$ cat src/rtl/sid_pkg.sv
// Shared types and constants for the signed integer divider.
package sid_pkg;

    localparam int DATA_WIDTH_DEF = 32;

    // Bit positions of the status flags in m_tuser
    localparam int USER_DBZ_BIT = 0;
    localparam int USER_OVF_BIT = 1;
    localparam int USER_W       = 2;

    // Per-transaction side information that rides along the cell chain
    typedef struct packed {
        logic valid;
        logic neg;
        logic dbz;
        logic ovf;
    } sid_ctrl_t;

endpackage

$ cat src/rtl/sid_cell.sv
// One restoring division cell: resolves one quotient bit and hands the word on.
module sid_cell #(
    parameter int DATA_WIDTH = sid_pkg::DATA_WIDTH_DEF
) (
    input  logic                  clk,
    input  logic                  rst_n,
    input  logic                  adv,
    input  sid_pkg::sid_ctrl_t    ctrl_in,
    input  logic [DATA_WIDTH-1:0] rem_in,
    input  logic [DATA_WIDTH-1:0] dvd_in,
    input  logic [DATA_WIDTH-1:0] dsr_in,
    output sid_pkg::sid_ctrl_t    ctrl_out,
    output logic [DATA_WIDTH-1:0] rem_out,
    output logic [DATA_WIDTH-1:0] dvd_out,
    output logic [DATA_WIDTH-1:0] dsr_out
);
    import sid_pkg::*;

    sid_ctrl_t             ctrl_reg, ctrl_next;
    logic [DATA_WIDTH-1:0] rem_reg, rem_next;
    logic [DATA_WIDTH-1:0] dvd_reg, dvd_next;
    logic [DATA_WIDTH-1:0] dsr_reg;
    logic [DATA_WIDTH:0]   trial;
    logic                  qbit;

    always_comb
    begin
        // Shift the next dividend bit into the partial remainder and try a subtract
        trial     = {rem_in, dvd_in[DATA_WIDTH-1]} - {1'b0, dsr_in};
        qbit      = !trial[DATA_WIDTH];
        rem_next  = qbit ? trial[DATA_WIDTH-1:0] : {rem_in[DATA_WIDTH-2:0], dvd_in[DATA_WIDTH-1]};
        dvd_next  = {dvd_in[DATA_WIDTH-2:0], qbit};
        ctrl_next = ctrl_in;
    end

    always_ff @(posedge clk or negedge rst_n)
    begin
        if (!rst_n)
        begin
            ctrl_reg <= '0;
        end
        else if (adv)
        begin
            ctrl_reg <= ctrl_next;
        end
    end

    always_ff @(posedge clk)
    begin
        if (adv)
        begin
            rem_reg <= rem_next;
            dvd_reg <= dvd_next;
            dsr_reg <= dsr_in;
        end
    end

    assign ctrl_out = ctrl_reg;
    assign rem_out  = rem_reg;
    assign dvd_out  = dvd_reg;
    assign dsr_out  = dsr_reg;

    // Partial remainder stays below the divisor magnitude for a nonzero divisor
    a_rem_below_dsr: assert property (@(posedge clk) disable iff (!rst_n)
        (ctrl_reg.valid && !ctrl_reg.dbz) |-> (rem_reg < dsr_reg))
        else $error("partial remainder not below divisor");

endmodule

$ cat config.mk
export PLATFORM = sky130hd
export DESIGN_NAME = sid_cell
export DESIGN_NICKNAME = d
export VERILOG_FILES = /design/src/rtl/sid_pkg.sv /design/src/rtl/sid_cell.sv
export SDC_FILE = /design/constraint.sdc
export NUM_CORES = 1
export LEC_CHECK = 0
export BUFFER_PORTS_ARGS = -buffer_cell sky130_fd_sc_hd__buf_2
export CORE_UTILIZATION = 40
export DETAILED_ROUTE_END_ITERATION = 7
export MAX_ROUTING_LAYER = met4
export PLACE_DENSITY = 0.67
export RECOVER_POWER = 100
export SYNTH_ARGS = -nofsm -noshare
export SYNTH_HDL_FRONTEND = slang
export SYNTH_SLANG_ARGS = --single-unit
$ cat constraint.sdc
create_clock -name clk -period 1.09 [get_ports clk]
set_clock_uncertainty 0.15 [all_clocks]
set_input_delay 0.109 -clock clk [delete_from_list [all_inputs] [get_ports clk]]
set_output_delay 0.109 -clock clk [all_outputs]
set_load 0.01 [all_outputs]
==> results.ini <==
[setup_path]
r2r_cells=2
cp_max_fo=6
crit-reg2reg-capture=ctrl_out[1]
rrSetupSlack_ns=0.04
startpoint_type=input port
endpoint_kind=register
r2r_start=ctrl_out[1]
arrival_ns=2.47
critical_path_class=input port to register
worstPathRequired_ns=1.04

[synth]
syn_nets=600
yosysTopAreaCellShare_pct=52.6
yosys_most_used_dff=edfxtp_1
netlist_area_sq_um=5480
synth_cells=464
yosys.area.top_type=edfxtp_1
async_reset_ff_share_pct=4.00
yosysWarnings=0
synthTopCellsByArea=edfxtp_1 (53%), ha_1 (7.3%), mux2_4 (4.9%)
synthDistinctLibCells=51
synth-edff-count=96
ys_seq_elements=100
synth_seq_area_share_pct=54.4
syn_area_per_cell_sq_um=11.8

[timing]
worst_slack_ns=-1.42
worst_pin_slew_ns=0.633
slew_viol_final=0
whs_ns=-0.0293
layout_min_cycle_time_ns=2.51
min_period_over_period_pct=231
tns_ns=-49.04
hold_viol_final=1
fmax_ghz=0.398
setup_violations=133
grt_setup_unrepaired=yes
slew_headroom_pct=57.8

[hold_path]
min-delay-path-class=input port to register
min_from=rem_in[17]
min_to=rem_out[18]
min_path_cells=2

[floorplanning]
die_w_microns=119
core-area_sq_um=13300
io_pins=203
die-area_sq_um=14200
core.rowCount=42
die_h_microns=119
start_util_pct=41.2

[drt]
drc=0
drt-wirelength-per-cell_microns=15.6
drtPass1Iterations=5
vias=5251
ant_nets=0
routed_via_density=4.88
dr.first_iter.drc_count=263
wl_microns=16700

[clock_network]
clkSlewWorstSetupHoldPaths_ns=0.07
hold_buffers=94
h-tree-depth=3
clkSinkCount=100
cts_made_buffers=9
cts_tree=done
clk_path_buf_depth=2
clock_latency_ns=0.36
cts_root_buf=clkbuf_16

[status]
violations=hold timing, setup timing
status=finished with violations

[global_route]
grt_pass1_wl_microns=26300
grt_pass1_vias=5276
grt_use_total_pct=24.5
grt_max_degree=42
grt_overflow_total=0
antenna_found_initial=1

[power]
power.leakage_nw=4.24
power_density_nw_per_um2=1290
vdd_drop_max_mv=0.641
power_mw=11.9

[placed_design]
post_dp_cell_area_sq_um=7690
gp_congestion=0.891
port-buffer-count=202
dp_cells=951
dp_slack_ns=-1.98
dpl.hpwl_microns=11900

[layout]
area_delta_synth_final_pct=67.6
fin_area_sq_um=9190
drive_above_1_share_pct=42.9
final_net_count=1029
final_core_util_pct=69.1
final_cell_count_no_fill=1075

[run]
drv_cap=0

-- critical path: stages --
cell and delay, ns:
buf_12 0.11, inv_12 0.04, ha_4 0.21, a21oi_4 0.15
o211ai_1 0.11, a221o_1 0.35, a211o_1 0.32, o21a_1 0.24
o211ai_4 0.21, clkinv_4 0.14, buf_12 0.17, mux2_4 0.29
-- where the power goes --
part	internal [mW]	switching, mW	leakage [nW]	total, mW
combinational	2.03	1.76	3.12	3.79
sequential	4.71	0.120	0.986	4.83
clock	1.80	1.44	0.134	3.24
total	8.54	3.33	4.24	11.9
-- logic make-up (layout without fill, tap and decap cells) --
kind of cell,count (synthesis),after routing,share of synthesized area (%)
buf+inv,57,491,4.34
xor+xnor,24,24,3.83
flops,100,100,54.4
compound gates,120,120,14.5
other cells,0,1,0
simple gates,108,108,9.45
mux,22,22,5.75
fa+ha+maj,33,33,7.67
-- worst max path at each step --
stage                       end  startpoint  slack [ns]
global route        rem_out[24]  dvd_in[31]       -1.54
finish              rem_out[24]  dsr_in[16]       -1.42
detailed placement  rem_out[26]  dvd_in[31]       -1.98
CTS                 rem_out[24]  rem_in[12]       -1.37
global placement    rem_out[26]  dvd_in[31]       -1.91
floorplan           rem_out[10]  dsr_in[16]       -1.57
-- timing repair --
| item | in CTS | in global routing |
|---|---|---|
| resized for setup | 25 | 10 |
| setup endpoints to repair | 133 | 133 |
| hold endpoints to repair | 97 | 1 |
| setup buffers | 4 | 8 |
| gates cloned | 1 | 0 |
| pin swaps | 13 | 6 |
-- cell type report --
cell class	count	area [sq um]
Fill cell	1037	4110
Timing Repair Buffer	433	3070
Sequential cell	100	2980
Multi-Input combinational cell	307	2440
Clock buffer	11	233
Tap cell	176	220
Inverter	42	175
Clock inverter	5	63.8
Antenna cell	1	2.50
-- routing by layer --
layer  part of all wire [%]  wire length (microns)  up-vias  GRT usage (%)
li1                       -                      -     2580              -
met4                    1.1                    182        0           8.31
met3                    4.8                    795       19           3.16
met1                     42                   7070     2498           29.5
met2                     52                   8680      154           42.3
met5                      0                      0        -              -
-- cell usage in the layout (no fill, tap or decap), types with 5 or more instances in the layout --
cell type | synthesis | layout
a21o_1 | 15 | 15
a21oi_1 | 34 | 29
and3_1 | 6 | 6
buf_2 | 1 | 181
buf_4 | 0 | 123
buf_6 | 3 | 5
clkbuf_1 | 11 | 20
clkbuf_16 | 0 | 9
dlygate4sd3_1 | 0 | 94
edfxtp_1 | 96 | 96
ha_1 | 32 | 25
ha_4 | 0 | 5
inv_1 | 41 | 38
mux2_4 | 18 | 18
nand2_1 | 44 | 44
nand3_1 | 11 | 9
nand4_1 | 7 | 7
nor2_1 | 16 | 16
nor2b_1 | 5 | 5
o211ai_1 | 8 | 8
o21a_1 | 6 | 6
o21ai_0 | 24 | 23
o21bai_1 | 5 | 5
o31ai_1 | 5 | 5
xnor2_1 | 14 | 14
xor2_1 | 10 | 10
-- state kept, by name (all words and copies together) (netlist names) --
| name | flops |
|---|---|
| dvd_out | 32 |
| ctrl_out | 4 |
| dsr_out | 32 |
| rem_out | 32 |
-- cell usage after synthesis (all sizes together), types with 9 or more instances --
cell type and number:
a21o 15, a21oi 36, clkbuf 11, edfxtp 96
ha 32, inv 42, mux2 22, nand2 44
nand3 11, nor2 16, o211ai 9, o21ai 24
xnor2 14, xor2 10
(Power assumes the default switching activity.)
